<file path="src/rtl/uer_pkg.sv">
// Package for the ultrasonic echo ranger: register map, reset values,
// status codes, scaling constants and the shared struct types.
// No dependencies.
package uer_pkg;

  localparam int COUNTER_BITS_DEF = 16;
  localparam int TICK_BITS = 16;
  localparam int DIST_BITS = 18;
  localparam int MUL_BITS = 14;
  localparam int DIST_SHIFT = 12;
  localparam int ADDR_BITS = 5;
  localparam int DATA_BITS = 32;

  localparam logic [MUL_BITS-1:0] DIST_MUL = 14'd11227;
  localparam logic [DIST_BITS-1:0] DIST_MAX = 18'd262143;

  localparam logic [TICK_BITS-1:0] TRIGGER_RST = 16'd20;
  localparam logic [TICK_BITS-1:0] TIMEOUT_RST = 16'd65530;
  localparam logic [DIST_BITS-1:0] BAND_LOW_RST = 18'd4800;
  localparam logic [DIST_BITS-1:0] BAND_HIGH_RST = 18'd6400;
  localparam logic [DIST_BITS-1:0] MAX_DIST_RST = 18'd120000;

  typedef enum logic [2:0] {
    REG_TRIGGER   = 3'd0,
    REG_TIMEOUT   = 3'd1,
    REG_BAND_LOW  = 3'd2,
    REG_BAND_HIGH = 3'd3,
    REG_MAX_DIST  = 3'd4
  } reg_idx_t;

  typedef enum logic [1:0] {
    ST_NORMAL  = 2'd0,
    ST_IN_BAND = 2'd1,
    ST_OVER    = 2'd2,
    ST_TIMEOUT = 2'd3
  } status_t;

  typedef struct packed {
    logic [TICK_BITS-1:0] trigger_ticks;
    logic [TICK_BITS-1:0] timeout_ticks;
    logic [DIST_BITS-1:0] band_low;
    logic [DIST_BITS-1:0] band_high;
    logic [DIST_BITS-1:0] max_distance;
  } cfg_t;

  typedef struct packed {
    logic trig;
    logic done;
    logic tmo;
  } seq_flags_t;

endpackage

</file>
<file path="src/rtl/uer_regs.sv">
// Configuration register bank of the echo ranger behind an APB-style port.
// Depends on uer_pkg for the register map, reset values and cfg_t.
module uer_regs (
  input  logic                         clk,
  input  logic                         rst_n,
  input  logic                         psel,
  input  logic                         penable,
  input  logic                         pwrite,
  input  logic [uer_pkg::ADDR_BITS-1:0] paddr,
  input  logic [uer_pkg::DATA_BITS-1:0] pwdata,
  output logic [uer_pkg::DATA_BITS-1:0] prdata,
  output logic                         pready,
  output uer_pkg::cfg_t                cfg
);
  import uer_pkg::*;

  cfg_t     cfg_r;
  reg_idx_t idx;
  logic     wr_en;

  assign idx    = reg_idx_t'(paddr[ADDR_BITS-1:2]);
  assign wr_en  = psel & penable & pwrite;
  assign pready = 1'b1;
  assign cfg    = cfg_r;

  always_ff @(posedge clk) begin
    if (!rst_n) begin
      cfg_r.trigger_ticks <= TRIGGER_RST;
      cfg_r.timeout_ticks <= TIMEOUT_RST;
      cfg_r.band_low      <= BAND_LOW_RST;
      cfg_r.band_high     <= BAND_HIGH_RST;
      cfg_r.max_distance  <= MAX_DIST_RST;
    end else if (wr_en) begin
      unique case (idx)
        REG_TRIGGER:   cfg_r.trigger_ticks <= pwdata[TICK_BITS-1:0];
        REG_TIMEOUT:   cfg_r.timeout_ticks <= pwdata[TICK_BITS-1:0];
        REG_BAND_LOW:  cfg_r.band_low      <= pwdata[DIST_BITS-1:0];
        REG_BAND_HIGH: cfg_r.band_high     <= pwdata[DIST_BITS-1:0];
        REG_MAX_DIST:  cfg_r.max_distance  <= pwdata[DIST_BITS-1:0];
        default: ;
      endcase
    end
  end

  always_comb begin
    unique case (idx)
      REG_TRIGGER:   prdata = DATA_BITS'(cfg_r.trigger_ticks);
      REG_TIMEOUT:   prdata = DATA_BITS'(cfg_r.timeout_ticks);
      REG_BAND_LOW:  prdata = DATA_BITS'(cfg_r.band_low);
      REG_BAND_HIGH: prdata = DATA_BITS'(cfg_r.band_high);
      REG_MAX_DIST:  prdata = DATA_BITS'(cfg_r.max_distance);
      default:       prdata = '0;
    endcase
  end

endmodule

</file>
<file path="src/rtl/uer_seq.sv">
// Measurement sequencer: trigger pulse, wait for echo rise, echo width count.
// Takes one tick per transfer and registers the flags and width for the next stage.
// Depends on uer_pkg for cfg_t and seq_flags_t.
module uer_seq #(
  parameter int COUNTER_BITS = uer_pkg::COUNTER_BITS_DEF
) (
  input  logic                    clk,
  input  logic                    rst_n,
  input  uer_pkg::cfg_t           cfg,
  input  logic                    up_valid,
  output logic                    up_ready,
  input  logic                    start_req,
  input  logic                    echo_level,
  output logic                    dn_valid,
  input  logic                    dn_ready,
  output uer_pkg::seq_flags_t     dn_flags,
  output logic [COUNTER_BITS-1:0] dn_width
);
  import uer_pkg::*;

  localparam int TW = (COUNTER_BITS > TICK_BITS) ? COUNTER_BITS : TICK_BITS;

  typedef enum logic [1:0] {
    PH_IDLE    = 2'd0,
    PH_TRIGGER = 2'd1,
    PH_WAIT    = 2'd2,
    PH_MEASURE = 2'd3
  } phase_t;

  phase_t                  phase_r, phase_nxt;
  logic [COUNTER_BITS-1:0] cnt_r, cnt_nxt;
  logic [COUNTER_BITS-1:0] cnt_inc, trig_cnt;
  logic                    cnt_full, wait_fail, trig_end, first_end, fire;
  logic                    dn_valid_r;
  seq_flags_t              flags_r, flags_nxt;
  logic [COUNTER_BITS-1:0] width_r;

  assign up_ready  = !dn_valid_r || dn_ready;
  assign fire      = up_valid && up_ready;
  assign dn_valid  = dn_valid_r;
  assign dn_flags  = flags_r;
  assign dn_width  = width_r;

  assign cnt_inc   = cnt_r + 1'b1;
  assign cnt_full  = &cnt_r;
  assign wait_fail = cnt_full || (TW'(cnt_r) >= TW'(cfg.timeout_ticks));
  assign trig_cnt  = cnt_full ? cnt_r : cnt_inc;
  assign trig_end  = (&trig_cnt) || (TW'(trig_cnt) >= TW'(cfg.trigger_ticks));
  assign first_end = TW'(1) >= TW'(cfg.trigger_ticks);

  always_comb begin
    phase_nxt = phase_r;
    cnt_nxt   = cnt_r;
    flags_nxt = '0;
    unique case (phase_r)
      PH_IDLE: begin
        if (start_req) begin
          flags_nxt.trig = 1'b1;
          if (first_end) begin
            phase_nxt = PH_WAIT;
            cnt_nxt   = '0;
          end else begin
            phase_nxt = PH_TRIGGER;
            cnt_nxt   = COUNTER_BITS'(1);
          end
        end
      end
      PH_TRIGGER: begin
        flags_nxt.trig = 1'b1;
        if (trig_end) begin
          phase_nxt = PH_WAIT;
          cnt_nxt   = '0;
        end else begin
          cnt_nxt = trig_cnt;
        end
      end
      PH_WAIT: begin
        if (echo_level) begin
          if (cfg.timeout_ticks == '0) begin
            flags_nxt.done = 1'b1;
            flags_nxt.tmo  = 1'b1;
            phase_nxt      = PH_IDLE;
            cnt_nxt        = '0;
          end else begin
            phase_nxt = PH_MEASURE;
            cnt_nxt   = COUNTER_BITS'(1);
          end
        end else if (wait_fail) begin
          flags_nxt.done = 1'b1;
          flags_nxt.tmo  = 1'b1;
          phase_nxt      = PH_IDLE;
          cnt_nxt        = '0;
        end else begin
          cnt_nxt = cnt_inc;
        end
      end
      PH_MEASURE: begin
        if (echo_level) begin
          if (wait_fail) begin
            flags_nxt.done = 1'b1;
            flags_nxt.tmo  = 1'b1;
            phase_nxt      = PH_IDLE;
            cnt_nxt        = '0;
          end else begin
            cnt_nxt = cnt_inc;
          end
        end else begin
          flags_nxt.done = 1'b1;
          phase_nxt      = PH_IDLE;
          cnt_nxt        = '0;
        end
      end
    endcase
  end

  always_ff @(posedge clk) begin
    if (!rst_n) begin
      phase_r    <= PH_IDLE;
      cnt_r      <= '0;
      dn_valid_r <= 1'b0;
    end else begin
      if (up_ready) begin
        dn_valid_r <= up_valid;
      end
      if (fire) begin
        phase_r <= phase_nxt;
        cnt_r   <= cnt_nxt;
      end
    end
  end

  always_ff @(posedge clk) begin
    if (fire) begin
      flags_r <= flags_nxt;
      width_r <= cnt_r;
    end
  end

endmodule

</file>
<file path="src/rtl/uer_scale.sv">
// Distance scaling and classification: a product stage, then the output register.
// Distance is (width * 11227) >> 12 in 1/16 mm, saturated to the field width.
// Depends on uer_pkg for the constants, cfg_t, seq_flags_t and status_t.
module uer_scale #(
  parameter int COUNTER_BITS = uer_pkg::COUNTER_BITS_DEF
) (
  input  logic                         clk,
  input  logic                         rst_n,
  input  uer_pkg::cfg_t                cfg,
  input  logic                         up_valid,
  output logic                         up_ready,
  input  uer_pkg::seq_flags_t          up_flags,
  input  logic [COUNTER_BITS-1:0]      up_width,
  output logic                         out_valid,
  input  logic                         out_ready,
  output logic                         out_trig_level,
  output logic                         out_done_res,
  output logic [1:0]                   out_status,
  output logic [uer_pkg::DIST_BITS-1:0] out_distance
);
  import uer_pkg::*;

  localparam int PW = COUNTER_BITS + MUL_BITS;
  localparam int DW = PW - DIST_SHIFT;
  localparam int CW = (DW > DIST_BITS) ? DW : DIST_BITS;

  logic                 prod_v_r;
  seq_flags_t           prod_flags_r;
  logic [PW-1:0]        prod_r;
  logic                 out_v_r;
  logic                 out_en, prod_en;
  logic [CW-1:0]        dist_ext;
  status_t              status_nxt;
  logic [DIST_BITS-1:0] dist_nxt;
  logic                 trig_r, done_r;
  status_t              status_r;
  logic [DIST_BITS-1:0] dist_r;

  assign out_en   = !out_v_r || out_ready;
  assign prod_en  = !prod_v_r || out_en;
  assign up_ready = prod_en;

  assign dist_ext = CW'(prod_r[PW-1:DIST_SHIFT]);

  always_comb begin
    status_nxt = ST_NORMAL;
    dist_nxt   = '0;
    if (prod_flags_r.done) begin
      if (prod_flags_r.tmo) begin
        status_nxt = ST_TIMEOUT;
      end else begin
        if (dist_ext > CW'(cfg.max_distance)) begin
          status_nxt = ST_OVER;
        end else if ((dist_ext > CW'(cfg.band_low)) && (dist_ext < CW'(cfg.band_high))) begin
          status_nxt = ST_IN_BAND;
        end
        dist_nxt = (dist_ext > CW'(DIST_MAX)) ? DIST_MAX : dist_ext[DIST_BITS-1:0];
      end
    end
  end

  always_ff @(posedge clk) begin
    if (!rst_n) begin
      prod_v_r <= 1'b0;
      out_v_r  <= 1'b0;
    end else begin
      if (prod_en) begin
        prod_v_r <= up_valid;
      end
      if (out_en) begin
        out_v_r <= prod_v_r;
      end
    end
  end

  always_ff @(posedge clk) begin
    if (prod_en && up_valid) begin
      prod_flags_r <= up_flags;
      prod_r       <= PW'(up_width) * PW'(DIST_MUL);
    end
    if (out_en && prod_v_r) begin
      trig_r   <= prod_flags_r.trig;
      done_r   <= prod_flags_r.done;
      status_r <= status_nxt;
      dist_r   <= dist_nxt;
    end
  end

  assign out_valid      = out_v_r;
  assign out_trig_level = trig_r;
  assign out_done_res   = done_r;
  assign out_status     = status_r;
  assign out_distance   = dist_r;

endmodule

</file>
<file path="src/rtl/ultrasonic_echo_ranger.sv">
// Top level of the ultrasonic echo ranger: input register, sequencer, scaling stage.
// Depends on uer_pkg, uer_regs, uer_seq and uer_scale.
//
// Each input transfer is one microsecond tick carrying a start request and the
// sampled echo level, and each produces exactly one result transfer with the
// trigger level, a done flag, a status and a distance in 1/16 mm. The block
// sustains one tick per clock cycle while the result side is not stalled; a tick
// passes through the input register, sequencer register, product register and
// output register; back pressure on the result side stalls the whole pipeline.
// The tick counter is COUNTER_BITS wide and only the sequencer stage carries
// state from one tick to the next. Configuration is to be written through the
// APB port only while no tick is in flight; the block itself does not enforce
// this. Registers lie at byte addresses 0, 4, 8, 12 and 16 in the order
// trigger_ticks, timeout_ticks, band_low, band_high, max_distance.
module ultrasonic_echo_ranger #(
  parameter int COUNTER_BITS = uer_pkg::COUNTER_BITS_DEF
) (
  input  logic                          clk,
  input  logic                          rst_n,
  input  logic                          cfg_psel,
  input  logic                          cfg_penable,
  input  logic                          cfg_pwrite,
  input  logic [uer_pkg::ADDR_BITS-1:0] cfg_paddr,
  input  logic [uer_pkg::DATA_BITS-1:0] cfg_pwdata,
  output logic [uer_pkg::DATA_BITS-1:0] cfg_prdata,
  output logic                          cfg_pready,
  input  logic                          in_valid,
  output logic                          in_ready,
  input  logic                          in_start_req,
  input  logic                          in_echo_level,
  output logic                          out_valid,
  input  logic                          out_ready,
  output logic                          out_trig_level,
  output logic                          out_done_res,
  output logic [1:0]                    out_status,
  output logic [uer_pkg::DIST_BITS-1:0] out_distance
);
  import uer_pkg::*;

  cfg_t                    cfg;
  logic                    in_v_r;
  logic                    start_r, echo_r;
  logic                    seq_ready;
  logic                    seq_valid, scale_ready;
  seq_flags_t              seq_flags;
  logic [COUNTER_BITS-1:0] seq_width;

  assign in_ready = !in_v_r || seq_ready;

  always_ff @(posedge clk) begin
    if (!rst_n) begin
      in_v_r <= 1'b0;
    end else if (in_ready) begin
      in_v_r <= in_valid;
    end
  end

  always_ff @(posedge clk) begin
    if (in_ready && in_valid) begin
      start_r <= in_start_req;
      echo_r  <= in_echo_level;
    end
  end

  uer_regs u_regs (
    .clk     (clk),
    .rst_n   (rst_n),
    .psel    (cfg_psel),
    .penable (cfg_penable),
    .pwrite  (cfg_pwrite),
    .paddr   (cfg_paddr),
    .pwdata  (cfg_pwdata),
    .prdata  (cfg_prdata),
    .pready  (cfg_pready),
    .cfg     (cfg)
  );

  uer_seq #(
    .COUNTER_BITS (COUNTER_BITS)
  ) u_seq (
    .clk        (clk),
    .rst_n      (rst_n),
    .cfg        (cfg),
    .up_valid   (in_v_r),
    .up_ready   (seq_ready),
    .start_req  (start_r),
    .echo_level (echo_r),
    .dn_valid   (seq_valid),
    .dn_ready   (scale_ready),
    .dn_flags   (seq_flags),
    .dn_width   (seq_width)
  );

  uer_scale #(
    .COUNTER_BITS (COUNTER_BITS)
  ) u_scale (
    .clk            (clk),
    .rst_n          (rst_n),
    .cfg            (cfg),
    .up_valid       (seq_valid),
    .up_ready       (scale_ready),
    .up_flags       (seq_flags),
    .up_width       (seq_width),
    .out_valid      (out_valid),
    .out_ready      (out_ready),
    .out_trig_level (out_trig_level),
    .out_done_res   (out_done_res),
    .out_status     (out_status),
    .out_distance   (out_distance)
  );

endmodule

</file>
<file path="config.mk">
export PLATFORM = sky130hd
export DESIGN_NAME = ultrasonic_echo_ranger
export DESIGN_NICKNAME = d
export VERILOG_FILES = /design/src/rtl/uer_pkg.sv /design/src/rtl/uer_regs.sv /design/src/rtl/uer_seq.sv /design/src/rtl/uer_scale.sv /design/src/rtl/ultrasonic_echo_ranger.sv
export SDC_FILE = /design/constraint.sdc
export NUM_CORES = 1
export LEC_CHECK = 0
export BUFFER_PORTS_ARGS = -buffer_cell sky130_fd_sc_hd__buf_2
export CAP_MARGIN = 40
export CORE_AREA = 2 2 173 217
export CTS_CLUSTER_DIAMETER = 200
export CTS_CLUSTER_SIZE = 10
export DETAILED_ROUTE_END_ITERATION = 10
export DIE_AREA = 0 0 175 219
export GPL_TIMING_DRIVEN = 0
export PLACE_DENSITY_LB_ADDON = 0.12
export REMOVE_ABC_BUFFERS = 1
export SKIP_LAST_GASP = 1
export SLEW_MARGIN = 25
export SYNTH_ARGS = -nofsm -noshare
export SYNTH_HDL_FRONTEND = slang
export SYNTH_SLANG_ARGS = --single-unit
</file>
<file path="constraint.sdc">
create_clock -name clk -period 7.22 [get_ports clk]
set_clock_uncertainty 0.15 [all_clocks]
set_input_delay 0.722 -clock clk [delete_from_list [all_inputs] [get_ports clk]]
set_output_delay 0.722 -clock clk [all_outputs]
set_load 0.02 [all_outputs]
</file>
==> run_results.csv <==
group,metric,value,unit
status,outcome,"finished clean",
floorplan,fp.dieH,219,um
worst_setup_path,startpoint_type,"register",
cts,clock-root-buffer,"clkbuf_16",
finish,finalCoreUtilization,43.5,%
timing,fin_ws,0.479,ns
detailed_routing,dr_total_vias,11239,
global_route,use_met3,2.18,%
cts,clk-insertion-delay-late,0.45,ns
finish,drive_gt1_share,8.83,%
synth,synth_cells,1585,
synth,yosysTopAreaCell,"ha_1",
floorplan,dieArea,0.0383,mm2
worst_setup_path,worstPathRequired,7.33,ns
timing,hold_viol,0,
detailed_routing,drt_iter0_drc,557,
cts,cts_sinks,172,
timing,worst_slew_pin_slew,0.783,ns
global_route,grt_remaining_overflow,0,
cts,clockBufferDepth,2,
worst_hold_path,min_path_type,"register to register",
finish,final_nets,1975,
finish,syn2layout_area_growth,10.2,%
timing,whs,0.282,ns
run,max_cap_viol_count,0,
global_route,grt_first_pass_wirelength,61700,um
global_route,antenna_found_initial,0,
timing,drv_slew,0,
worst_setup_path,path_class,"register to register",
floorplan,rows,78,
detailed_routing,viasPerCell,5.30,
global_route,grt_use_met2,35.7,%
synth,avgSynthCellArea,9.02,um2
worst_setup_path,critPathCaptureType,"register",
floorplan,num_io_pins,103,
global_route,top_usage_layer,"met2",
timing,period_needed,6.74,ns
placement,place_ws,0.448,ns
pwr,p_per_area,148,mW/mm2
synth,synth-main-ff-cell,"dfxtp_1",
cts,clk_pin_slew,0.08,ns
synth,async_flop_share,0,%
detailed_routing,routed_wl,39900,um
synth,ys_ff_latch,172,
synth,synth_area,0.0143,mm2
pwr,total_power,2.33,mW
cts,numCtsBuffers,17,
cts,htreeDepth,4,
timing,fin_crit_sh,93.4,%
worst_setup_path,critPathArrivalTime,6.85,ns
global_route,grt_pass1_vias,10754,
global_route,grt_use_total,21.2,%
placement,dpl.hpwl,32300,um
detailed_routing,drcViolationCount,0,
global_route,grt_max_degree,65,
synth,ys.warnings.count,0,
detailed_routing,firstDrtPassIters,5,
pwr,max-vdd-ir-drop,0.103,mV
synth,synth_edf_count,64,
detailed_routing,ant_nets,0,
detailed_routing,wl_per_cell,18.8,um
timing,timing.fmax,0.148,GHz
floorplan,initial_core_util,39.5,%
timing,setup_viol,0,
pwr,cellLeakagePower,7.38,nW
cts,ctsHoldBuffers,0,
timing,rsz0062_at_grt,"false",
timing,fin_tns_setup,0,ns
finish,antennaDiodeCount,0,
synth,yosysTopAreaCellShare,17.6,%
cts,cts.repair.resized,0,
synth,synthDistinctLibCells,75,
synth,synth_area_leaders,"ha_1, dfxtp_1, fa_1, edfxtp_1, inv_1",
placement,numPortBuffers,71,
floorplan,core,0.0362,mm2
timing,max_slew_margin,47.4,%
placement,place_congestion,0.877,
cts,cts_tree,"built",
global_route,use_met1,28.7,%
floorplan,chipWidth,175,um
synth,yosysSeqAreaShare,28.6,%
worst_setup_path,path_max_fanout,6,
cts,post-cts-setup-buffers,0,
critical path, stage by stage, from the launching register on:
cell       delay [ns]
edfxtp_1         0.57
ha_1             0.36
inv_1            0.11
fa_1             0.56
inv_1            0.06
fa_1             0.51
fa_1             0.54
fa_1             0.55
inv_1            0.05
fa_1             0.51
inv_1            0.05
ha_1             0.22
a21oi_1          0.12
o21ai_0          0.16
a2111oi_0        0.39
a21oi_1          0.13
a2111oi_0        0.66
o31ai_1          0.28
nor4_1           0.30
a311o_1          0.29
through the flow:
stage / cells / instance area [um2]
CTS: 2120 / 15700
floorplan: 1526 / 14000
finish: 2122 / 15800
detailed placement: 2088 / 15100
global placement: 2077 / 15000
global route: 2122 / 15800
state kept, by name (all words and copies together), names as in the netlist, 2 cells and up:
name,cells
u_regs.cfg,86
u_scale.out_distance,18
u_scale.out_status,2
u_scale.prod_flags_r,3
u_scale.prod_r,18
u_seq.cnt_r,16
u_seq.dn_flags,3
u_seq.dn_width,16
u_seq.phase_r,2
path summary, 6_finish.rpt:
path | start | end | slack (ns) | cells past startpoint
max reg2reg | u_seq.dn_width[6]$_DFFE_PP_ | u_scale.prod_r[29]$_DFFE_PP_ | 0.48 | 19
max | u_seq.dn_width[6]$_DFFE_PP_ | u_scale.prod_r[29]$_DFFE_PP_ | 0.48 | 19
min reg2reg | u_seq.dn_flags[2]$_DFFE_PP_ | u_scale.prod_flags_r[2]$_DFFE_PP_ | 0.28 | 0
min | u_seq.dn_flags[2]$_DFFE_PP_ | u_scale.prod_flags_r[2]$_DFFE_PP_ | 0.28 | 0
kinds of logic (layout without fill, tap and decap cells):
| family | Yosys count | count (layout) | synth area share [%] |
|---|---|---|---|
| AO/OA/AOI/OAI | 331 | 331 | 15.0 |
| other | 2 | 15 | 0.0525 |
| adder cells (fa/ha/maj) | 300 | 300 | 31.4 |
| buffers and inverters | 340 | 384 | 9.40 |
| XOR/XNOR | 26 | 26 | 1.59 |
| AND/OR/NAND/NOR | 411 | 411 | 13.7 |
| flip-flops | 172 | 172 | 28.6 |
| multiplexers | 3 | 3 | 0.219 |
where the power goes:
| part | switching [mW] | internal (mW) |
|---|---|---|
| sequential | 0.0207 | 1.02 |
| clock | 0.449 | 0.463 |
| combinational | 0.232 | 0.137 |
| total | 0.702 | 1.62 |
final cells by class:
class	instances	area, um2
Clock buffer	18	429
Clock inverter	14	153
Fill cell	3622	20500
Inverter	268	1010
Multi-Input combinational cell	1086	8970
Sequential cell	172	4080
Tap cell	480	601
Timing Repair Buffer	84	505
placed cells by master (no fill, tap or decap), types with 10 or more instances in the layout:
cell type	instances
o21ai_0	42
a31oi_1	14
nand2_1	202
fa_1	99
nor2_1	45
o22ai_1	18
inv_1	267
a21oi_1	102
clkbuf_16	17
nand4_1	21
nor4_1	10
conb_1	15
xor2_1	10
edfxtp_1	64
nor2b_1	14
nor3_1	15
a22oi_1	32
buf_2	75
ha_1	201
dfxtp_1	108
a21o_1	24
xnor2_1	16
o211ai_1	39
nand3_1	25
and2_1	29
metal layers:
| metal | wire (um) | share of wire, % |
|---|---|---|
| met5 | 0 | 0 |
| met4 | 1040 | 2.6 |
| met3 | 1530 | 3.8 |
| met2 | 19200 | 48 |
| met1 | 18100 | 45 |
synth_stat cells (3+ instances only):
cell and count:
buf_4 15, xnor2_1 16, xor2_1 10, a41oi_1 3, a31oi_1 14, o31ai_1 5
o211ai_1 39, ha_1 201, nand3_1 25, nor3_1 16, o21ai_0 42, o21a_1 9
or2_2 4, a21oi_1 102, a21boi_0 5, fa_1 99, inv_1 267, a2111oi_0 4
a21o_1 24, nor4_1 11, nand2_1 202, nor2b_1 17, nand4_1 21, and3_1 9
or3_1 4, and2_1 29, edfxtp_1 64, o22ai_1 18, dfxtp_1 108, a211oi_1 7
buf_2 3, nor2_1 47, nand2b_1 5, buf_1 3, clkbuf_1 50, nand3b_1 3
a22oi_1 32, and4_1 5
(Power assumes the default switching activity.)
